$ cat src/rtl/kstrr_pkg.sv
// Shared definitions for the keyed slot table with round-robin poll.
// Holds the operation codes and the default sizing constants.
// No dependencies.
`timescale 1ns / 1ps
`default_nettype none

package kstrr_pkg;

    typedef enum logic [1:0] {
        OP_REG_GEN = 2'd0,
        OP_REG_RSV = 2'd1,
        OP_UNREG   = 2'd2,
        OP_POLL    = 2'd3
    } op_t;

    localparam int DEF_GENERAL_SLOTS  = 12;
    localparam int DEF_RESERVED_SLOTS = 4;
    localparam int DEF_KEY_WIDTH      = 32;

    // Widths of the ports, fixed by the word format
    localparam int IN_KEY_W   = 32;
    localparam int RIDX_W     = 4;
    localparam int LIMIT_W    = 5;
    localparam int MASK_W     = 16;
    localparam int CNT_OUT_W  = 5;

endpackage

`default_nettype wire

$ cat src/rtl/keyed_slot_table_round_robin_poll.sv
// Top level of the keyed slot table with round-robin poll.
// Depends on kstrr_pkg for operation codes and default sizes.
`timescale 1ns / 1ps
`default_nettype none

// The table takes one command word while busy is low and start is high,
// then works on it alone until it reports: busy stays high the whole time.
// Each command returns exactly one result word, shown for one cycle with
// done high; the receiver cannot hold it off, so capture it on that cycle.
// The result appears in the cycle in which busy has just fallen, so a new
// command may be started in that same cycle. Slot keys live in a one-write,
// one-read memory scanned one slot per cycle; the valid bits are flip-flops.
// From accept to report: a failing command (handler zero, reserved index
// out of range) or an empty/zero-batch poll goes straight to the report
// state, as does register reserved into a free slot; into an occupied slot
// it first reads and compares that one slot. Register general scans the
// general slots and unregister all slots, both through the one memory read
// port; a poll visits up to GENERAL_SLOTS + RESERVED_SLOTS slots, one per
// cycle. No clearing pass runs after reset: invalid slots are never matched.
module keyed_slot_table_round_robin_poll #(
    parameter int GENERAL_SLOTS  = kstrr_pkg::DEF_GENERAL_SLOTS,
    parameter int RESERVED_SLOTS = kstrr_pkg::DEF_RESERVED_SLOTS,
    parameter int KEY_WIDTH      = kstrr_pkg::DEF_KEY_WIDTH
) (
    input  wire logic                              clk,
    input  wire logic                              rst_n,
    input  wire logic                              start,
    output logic                                   busy,
    input  wire logic [1:0]                        op,
    input  wire logic [kstrr_pkg::IN_KEY_W-1:0]    key_handler,
    input  wire logic [kstrr_pkg::IN_KEY_W-1:0]    key_context,
    input  wire logic [kstrr_pkg::RIDX_W-1:0]      reserved_index,
    input  wire logic [kstrr_pkg::LIMIT_W-1:0]     poll_budget,
    input  wire logic [kstrr_pkg::MASK_W-1:0]      done_mask,
    output logic                                   done,
    output logic                                   ok,
    output logic [kstrr_pkg::CNT_OUT_W-1:0]        completed,
    output logic [kstrr_pkg::CNT_OUT_W-1:0]        attempted,
    output logic [kstrr_pkg::CNT_OUT_W-1:0]        pending_count
);
    import kstrr_pkg::*;

    localparam int TOTAL = GENERAL_SLOTS + RESERVED_SLOTS;
    localparam int IW    = $clog2(TOTAL);
    localparam int CW    = $clog2(TOTAL + 1);
    // Stored key width: only the low KEY_WIDTH bits of a 32-bit field count
    localparam int SKW   = (KEY_WIDTH < IN_KEY_W) ? KEY_WIDTH : IN_KEY_W;
    // Slots that own a done bit
    localparam int DW    = (TOTAL < MASK_W) ? TOTAL : MASK_W;

    typedef enum logic [1:0] {
        S_IDLE,
        S_SCAN,
        S_POLL,
        S_REPORT
    } state_t;

    state_t                 state_reg;
    logic [1:0]             op_reg;
    logic [2*SKW-1:0]       key_reg;        // {context, handler}
    logic [LIMIT_W-1:0]     limit_reg;
    logic [TOTAL-1:0]       mask_reg;       // done bits spread over slots
    logic [TOTAL-1:0]       slot_valid_reg;
    logic [CW-1:0]          active_reg;
    logic [IW-1:0]          cursor_reg;

    // Scan sequencer
    logic [IW-1:0]          rd_idx_reg;
    logic [IW-1:0]          rd_hi_reg;
    logic                   issued_all_reg;
    logic                   cmp_vld_reg;
    logic [IW-1:0]          cmp_idx_reg;
    logic                   free_found_reg;
    logic [IW-1:0]          free_idx_reg;

    // Poll sequencer
    logic [IW-1:0]          poll_idx_reg;
    logic [CW-1:0]          scanned_reg;

    // Key memory
    logic [2*SKW-1:0]       key_mem [TOTAL];
    logic [2*SKW-1:0]       rdata_reg;
    logic                   wr_en_reg;
    logic [IW-1:0]          wr_addr_reg;

    // Result word
    logic                   done_reg;
    logic                   ok_reg;
    logic [CNT_OUT_W-1:0]   cmpl_reg;
    logic [CNT_OUT_W-1:0]   att_reg;
    logic [CNT_OUT_W-1:0]   pend_reg;

    logic [SKW-1:0]         in_h;
    logic [SKW-1:0]         in_c;
    logic                   h_zero;
    logic [IW-1:0]          rsv_slot;
    logic                   rsv_in_range;
    logic                   hit;
    logic                   poll_go;
    logic [IW-1:0]          poll_wrap;
    logic [IW-1:0]          rd_step;

    assign in_h         = key_handler[SKW-1:0];
    assign in_c         = key_context[SKW-1:0];
    assign h_zero       = (in_h == '0);
    assign rsv_slot     = IW'(GENERAL_SLOTS) + IW'(reserved_index);
    assign rsv_in_range = ({1'b0, reserved_index} < (RIDX_W + 1)'(RESERVED_SLOTS));

    // Compare the word read last cycle against the command key
    assign hit = cmp_vld_reg && slot_valid_reg[cmp_idx_reg] && (rdata_reg == key_reg);

    // Poll continues while batch, pass length and table contents allow
    assign poll_go   = (att_reg < limit_reg) && (scanned_reg < CW'(TOTAL))
                       && (active_reg != '0);
    assign poll_wrap = (poll_idx_reg == IW'(TOTAL - 1)) ? '0 : poll_idx_reg + 1'b1;
    assign rd_step   = rd_idx_reg + 1'b1;

    assign busy          = (state_reg != S_IDLE);
    assign done          = done_reg;
    assign ok            = ok_reg;
    assign completed     = cmpl_reg;
    assign attempted     = att_reg;
    assign pending_count = pend_reg;

    // Key memory: one write port, one registered read port
    always_ff @(posedge clk)
    begin
        if (wr_en_reg)
        begin
            key_mem[wr_addr_reg] <= key_reg;
        end
        rdata_reg <= key_mem[rd_idx_reg];
    end

    always_ff @(posedge clk or negedge rst_n)
    begin
        if (!rst_n)
        begin
            state_reg      <= S_IDLE;
            slot_valid_reg <= '0;
            active_reg     <= '0;
            cursor_reg     <= '0;
            done_reg       <= 1'b0;
            wr_en_reg      <= 1'b0;
            cmp_vld_reg    <= 1'b0;
            issued_all_reg <= 1'b0;
            free_found_reg <= 1'b0;
            ok_reg         <= 1'b0;
            cmpl_reg       <= '0;
            att_reg        <= '0;
            pend_reg       <= '0;
            op_reg         <= OP_REG_GEN;
            key_reg        <= '0;
            limit_reg      <= '0;
            mask_reg       <= '0;
            rd_idx_reg     <= '0;
            rd_hi_reg      <= '0;
            cmp_idx_reg    <= '0;
            free_idx_reg   <= '0;
            poll_idx_reg   <= '0;
            scanned_reg    <= '0;
            wr_addr_reg    <= '0;
        end
        else
        begin
            unique case (state_reg)
                S_IDLE:
                begin
                    // Drop the strobe of the word just reported
                    done_reg <= 1'b0;
                    if (start)
                    begin
                        // Latch the command word and clear the result
                        op_reg         <= op;
                        key_reg        <= {in_c, in_h};
                        limit_reg      <= poll_budget;
                        mask_reg       <= TOTAL'(done_mask[DW-1:0]);
                        ok_reg         <= 1'b0;
                        cmpl_reg       <= '0;
                        att_reg        <= '0;
                        cmp_vld_reg    <= 1'b0;
                        issued_all_reg <= 1'b0;
                        free_found_reg <= 1'b0;

                        unique case (op)
                            OP_REG_GEN:
                            begin
                                if (!h_zero)
                                begin
                                    rd_idx_reg <= '0;
                                    rd_hi_reg  <= IW'(GENERAL_SLOTS - 1);
                                    state_reg  <= S_SCAN;
                                end
                                else
                                begin
                                    state_reg <= S_REPORT;
                                end
                            end
                            OP_REG_RSV:
                            begin
                                if (!h_zero && rsv_in_range)
                                begin
                                    if (slot_valid_reg[rsv_slot])
                                    begin
                                        // Occupied: succeed only on a key match
                                        rd_idx_reg <= rsv_slot;
                                        rd_hi_reg  <= rsv_slot;
                                        state_reg  <= S_SCAN;
                                    end
                                    else
                                    begin
                                        slot_valid_reg[rsv_slot] <= 1'b1;
                                        active_reg  <= active_reg + 1'b1;
                                        wr_en_reg   <= 1'b1;
                                        wr_addr_reg <= rsv_slot;
                                        ok_reg      <= 1'b1;
                                        state_reg   <= S_REPORT;
                                    end
                                end
                                else
                                begin
                                    state_reg <= S_REPORT;
                                end
                            end
                            OP_UNREG:
                            begin
                                if (!h_zero)
                                begin
                                    rd_idx_reg <= '0;
                                    rd_hi_reg  <= IW'(TOTAL - 1);
                                    state_reg  <= S_SCAN;
                                end
                                else
                                begin
                                    state_reg <= S_REPORT;
                                end
                            end
                            OP_POLL:
                            begin
                                if (active_reg != '0 && poll_budget != '0)
                                begin
                                    poll_idx_reg <= cursor_reg;
                                    scanned_reg  <= '0;
                                    state_reg    <= S_POLL;
                                end
                                else
                                begin
                                    state_reg <= S_REPORT;
                                end
                            end
                            default:
                            begin
                                state_reg <= S_REPORT;
                            end
                        endcase
                    end
                end

                S_SCAN:
                begin
                    if (hit)
                    begin
                        ok_reg    <= 1'b1;
                        state_reg <= S_REPORT;
                        if (op_reg == OP_UNREG)
                        begin
                            // Drop the first matching entry
                            slot_valid_reg[cmp_idx_reg] <= 1'b0;
                            active_reg <= active_reg - 1'b1;
                            if (active_reg == CW'(1))
                            begin
                                cursor_reg <= '0;
                            end
                        end
                    end
                    else if (cmp_vld_reg && op_reg == OP_REG_RSV)
                    begin
                        state_reg <= S_REPORT;
                    end
                    else if (!issued_all_reg)
                    begin
                        // Issue the next read and track the lowest free slot
                        cmp_vld_reg <= 1'b1;
                        cmp_idx_reg <= rd_idx_reg;
                        if (op_reg == OP_REG_GEN && !slot_valid_reg[rd_idx_reg]
                            && !free_found_reg)
                        begin
                            free_found_reg <= 1'b1;
                            free_idx_reg   <= rd_idx_reg;
                        end
                        if (rd_idx_reg == rd_hi_reg)
                        begin
                            issued_all_reg <= 1'b1;
                        end
                        else
                        begin
                            rd_idx_reg <= rd_step;
                        end
                    end
                    else
                    begin
                        // Last compare missed: fill a free general slot if any
                        state_reg <= S_REPORT;
                        if (op_reg == OP_REG_GEN && free_found_reg)
                        begin
                            slot_valid_reg[free_idx_reg] <= 1'b1;
                            active_reg  <= active_reg + 1'b1;
                            wr_en_reg   <= 1'b1;
                            wr_addr_reg <= free_idx_reg;
                            ok_reg      <= 1'b1;
                        end
                    end
                end

                S_POLL:
                begin
                    if (poll_go)
                    begin
                        poll_idx_reg <= poll_wrap;
                        scanned_reg  <= scanned_reg + 1'b1;
                        if (slot_valid_reg[poll_idx_reg])
                        begin
                            att_reg <= att_reg + 1'b1;
                            if (mask_reg[poll_idx_reg])
                            begin
                                slot_valid_reg[poll_idx_reg] <= 1'b0;
                                active_reg <= active_reg - 1'b1;
                                cmpl_reg   <= cmpl_reg + 1'b1;
                            end
                        end
                    end
                    else
                    begin
                        cursor_reg <= (active_reg == '0) ? '0 : poll_idx_reg;
                        state_reg  <= S_REPORT;
                    end
                end

                S_REPORT:
                begin
                    // The key write, if any, lands at this edge
                    wr_en_reg <= 1'b0;
                    done_reg  <= 1'b1;
                    pend_reg  <= CNT_OUT_W'(active_reg);
                    state_reg <= S_IDLE;
                end

                default:
                begin
                    state_reg <= S_IDLE;
                end
            endcase
        end
    end

endmodule

`default_nettype wire
$ cat config.mk
export PLATFORM = sky130hd
export DESIGN_NAME = keyed_slot_table_round_robin_poll
export DESIGN_NICKNAME = d
export VERILOG_FILES = /design/src/rtl/kstrr_pkg.sv /design/src/rtl/keyed_slot_table_round_robin_poll.sv
export SDC_FILE = /design/constraint.sdc
export NUM_CORES = 2
export LEC_CHECK = 0
export BUFFER_PORTS_ARGS = -buffer_cell sky130_fd_sc_hd__buf_2
export CORE_MARGIN = 4
export CORE_UTILIZATION = 45
export CTS_BUF_LIST = sky130_fd_sc_hd__clkbuf_8 sky130_fd_sc_hd__clkbuf_16
export CTS_CLUSTER_DIAMETER = 150
export DETAILED_ROUTE_END_ITERATION = 8
export PLACE_DENSITY = 0.69
export RECOVER_POWER = 50
export REMOVE_ABC_BUFFERS = 1
export SKIP_LAST_GASP = 1
export SLEW_MARGIN = 20
export SYNTH_ARGS = -nofsm -noshare
export SYNTH_HDL_FRONTEND = slang
export SYNTH_SLANG_ARGS = --single-unit
$ cat constraint.sdc
create_clock -name clk -period 6.8 [get_ports clk]
set_clock_uncertainty 0.2 [all_clocks]
set_input_delay 0.34 -clock clk [delete_from_list [all_inputs] [get_ports clk]]
set_output_delay 0.34 -clock clk [all_outputs]
set_load 0.05 [all_outputs]
==> flow_summary.toml <==
[finish]
drive_above_1_share_pct = 20.28
largest_reg_flops = 1024
area_delta_synth_final_pct = 14.49
nFillCells = 8805
final_nets = 3334
final_common_cell = "edfxtp_1"
most-common-layout-cells = "edfxtp_1 (1,024), mux2i_1 (205), o21ai_0 (175)"
utilization_pct = 52.09

[power]
pwr-share-comb_pct = 29.3
vdd_ir_drop_max_mv = 0.4763
p_int_mw = 18.37
p_per_area_nw_per_um2 = 480.5
seqPwrFrac_pct = 46.1
power_frac_clock_pct = 24.6
leakage_nw = 20.20
sw_frac_of_total_pct = 33.85
power_switching_mw = 9.403

[global_route]
grt_max_degree = 123
grt_pass1_vias = 28590
antenna_found_initial = 6
track_usage_pct = 21.17
overflow = 0
grt_pass1_wl_mm = 186.4

[place]
hpwl_mm = 65.22
port_buffers = 111
place.gp.congestion = 0.9195
preCtsSetupSlack_ns = 1.988

[timing]
fin_crit_sh_pct = 75.52
tightestPinTransition_ns = 3.261
hold_viol_final = 0
timing.fmax_mhz = 194.7
relSlewSlack_pct = -117.4
min_period_ns = 5.135
finalSetupViolCount = 0
finalMaxSlewViolations = 189
rsz0062_at_grt = "no"
fin_ws_ns = 1.665

[yosys]
ys.flop_type = "edfxtp_1"
synthesis.area_um2 = 50490
syn_inst = 2995
ys.warnings.count = 0
async_flop_share_pct = 13.10
ys_ff_latch = 1252
ys_seq_area_share_pct = 71.57
ys_types = 75
synth-edff-count = 1024
syn_area_per_cell_um2 = 16.86

[setup_path]
criticalPathCategory = "in2async"
arrival_ns = 5.15
path_cells = "dlygate4sd3_1, clkbuf_2, clkbuf_1"
cpLargestDelayFamily = "buffers and inverters"
critPathRequiredTime_ns = 6.82
cp-end-kind = "async pin"
cp_max_fo = 107
max_stage_delay_ns = 2.21
critPathLaunchType = "input pin"
cpMaxStageDelayCell = "clkbuf_2"
cp_num_buf_inv = 3

[clocking]
clock-sinks = 1252
cts_buffer_depth = 3
clock_latency_ns = 0.72
cts-root-buf = "clkbuf_16"
cts.clk_slew.worst_paths_ns = 0.06
numCtsBuffers = 119
ctsResizeCount = 0
cts_tree = "built"
h-tree-depth = 3
postCtsSetupRepairBufs = 0

[outcome]
violations = "capacitance limit, slew limit"
outcome = "finished, violations left"

[route]
route.vias.total = 28630
wl_per_cell_um = 26.03
drt_wl_total_mm = 125.2
dr.pass1.iters = 5
vias_per_cell = 5.955
ant_nets = 0
drt-initial-drc-count = 2815
drc = 0

[floorplan]
rows = 122
fp.dieArea_um2 = 117600
die_x_um = 343.0
io_pins = 112
start_util_pct = 45.50
core_um2 = 111000
die_h_um = 343.0

[flow_run]
maxCapViolCount = 5

[hold_path]
hold_class = "in2reg"
## through the flow
stage                     setup TNS [ns]  std cells  cell area (µm²)  power, mW  hold WS (ns)
after floorplan                  -555.13       2834            49820      18.35       -0.1556
after global placement                 0       4484            52820      20.83        0.2712
after detailed placement               0       4484            52820      21.03        0.2799
after CTS                              0       4802            57860      27.90       0.02791
after global routing                   0       4804            57800      29.13       0.04414
final                                  0       4808            57810      27.78       0.07695
## layer usage
metal | global-route usage, % | vias to the layer above | part of all wire, %
met5 | 0 | - | 0.021
met4 | 5.617 | 4 | 2.4
met3 | 3.472 | 227 | 7.7
met2 | 34.45 | 1224 | 49
met1 | 29.92 | 14800 | 41
li1 | - | 12380 | -
## power by group through the flow
stage                     Clock, mW  Sequential [mW]  Combinational (mW)
after global placement            0             12.8                8.00
final                          6.84             12.8                8.13
after detailed placement          0             13.0                8.07
after CTS                      6.93             12.8                8.16
after global routing           7.27             13.1                8.78
after floorplan                   0             12.8                5.56
## worst paths after layout
path | cells past startpoint | from | slack (ns) | end
max in group clk | 8 | key_reg[52] | 1.90 | active_reg[2]
worst max register to register | 8 | key_reg[52] | 1.90 | active_reg[2]
worst min register to register | 1 | cursor_reg[3] | 0.30 | cursor_reg[3]
min in group asynchronous | 2 | rst_n | 1.05 | attempted[1]
worst max-delay path | 3 | rst_n | 1.66 | key_reg[32]
worst min-delay path | 3 | start | 0.08 | op_reg[0]
## cell families (layout without fill, tap and decap cells)
family / count (synthesis) / count (layout) / synth area share [%]
buf+inv: 195 / 514 / 1.571
other cells: 0 / 6 / 0
compound gates: 548 / 548 / 6.956
fa+ha+maj: 32 / 32 / 0.7930
flops: 1252 / 1252 / 71.57
mux: 518 / 518 / 14.29
xor+xnor: 53 / 53 / 0.9194
simple gates: 397 / 397 / 3.898
## cells in the mapped netlist, types with 3 or more instances
cell / number / area (µm²)
edfxtp_1: 1024 / 30750
mux2i_1: 205 / 2052
o21ai_0: 175 / 875.8
dfrtp_1: 164 / 4104
mux2_2: 158 / 1779
nand2_1: 147 / 551.8
mux4_2: 143 / 3221
a21oi_1: 105 / 525.5
clkbuf_1: 101 / 379.1
a221oi_1: 66 / 578.1
a22oi_1: 66 / 495.5
dfxtp_1: 64 / 1281
nor2_1: 54 / 202.7
xnor2_1: 47 / 411.6
nand2b_1: 45 / 281.5
a31oi_1: 42 / 262.8
buf_1: 40 / 150.1
ha_1: 32 / 400.4
inv_1: 32 / 120.1
nand4_1: 30 / 187.7
nand3_1: 25 / 125.1
nor3_1: 25 / 125.1
nor4_1: 24 / 150.1
a21o_1: 16 / 120.1
buf_2: 13 / 65.06
nor2b_1: 13 / 81.33
mux2_1: 10 / 112.6
o211ai_1: 9 / 67.56
a32oi_1: 8 / 70.07
and3_1: 8 / 50.05
a41oi_1: 7 / 61.31
o2111ai_1: 6 / 52.55
o22ai_1: 6 / 37.54
xor2_1: 6 / 52.55
a211oi_1: 5 / 37.54
and2_1: 5 / 31.28
buf_6: 5 / 56.30
a31o_2: 4 / 35.03
nand3b_1: 4 / 30.03
o22a_1: 4 / 35.03
a2bb2oi_1: 3 / 26.28
o31ai_1: 3 / 22.52
or3_1: 3 / 18.77
## final cells by class
type                            instances  area, µm²  area share (%)
Sequential cell                      1252      36150           62.54
Multi-Input combinational cell       1548      13660           23.64
Clock buffer                          133       3193           5.524
Tap cell                             1488       1862           3.221
Timing Repair Buffer                  253       1859           3.216
Clock inverter                         94      935.9           1.619
Inverter                               34      127.6          0.2208
Antenna cell                            6      15.01         0.02597
## worst reg2reg max path: stages, from the launching register on
cell,delay [ns]
dfrtp_1,0.55
xnor2_1,0.32
nand4_1,0.27
nor4_1,0.68
nand3_1,0.64
nor3_4,0.88
o22a_1,0.81
a31oi_1,0.17
a31o_1,0.23
## repair_timing
action                                 CTS  global route
endpoints found under the hold margin  196             0
setup endpoints to repair                0             0
hold buffers                            91             0
Note: power is estimated with default switching activity, not from simulation.
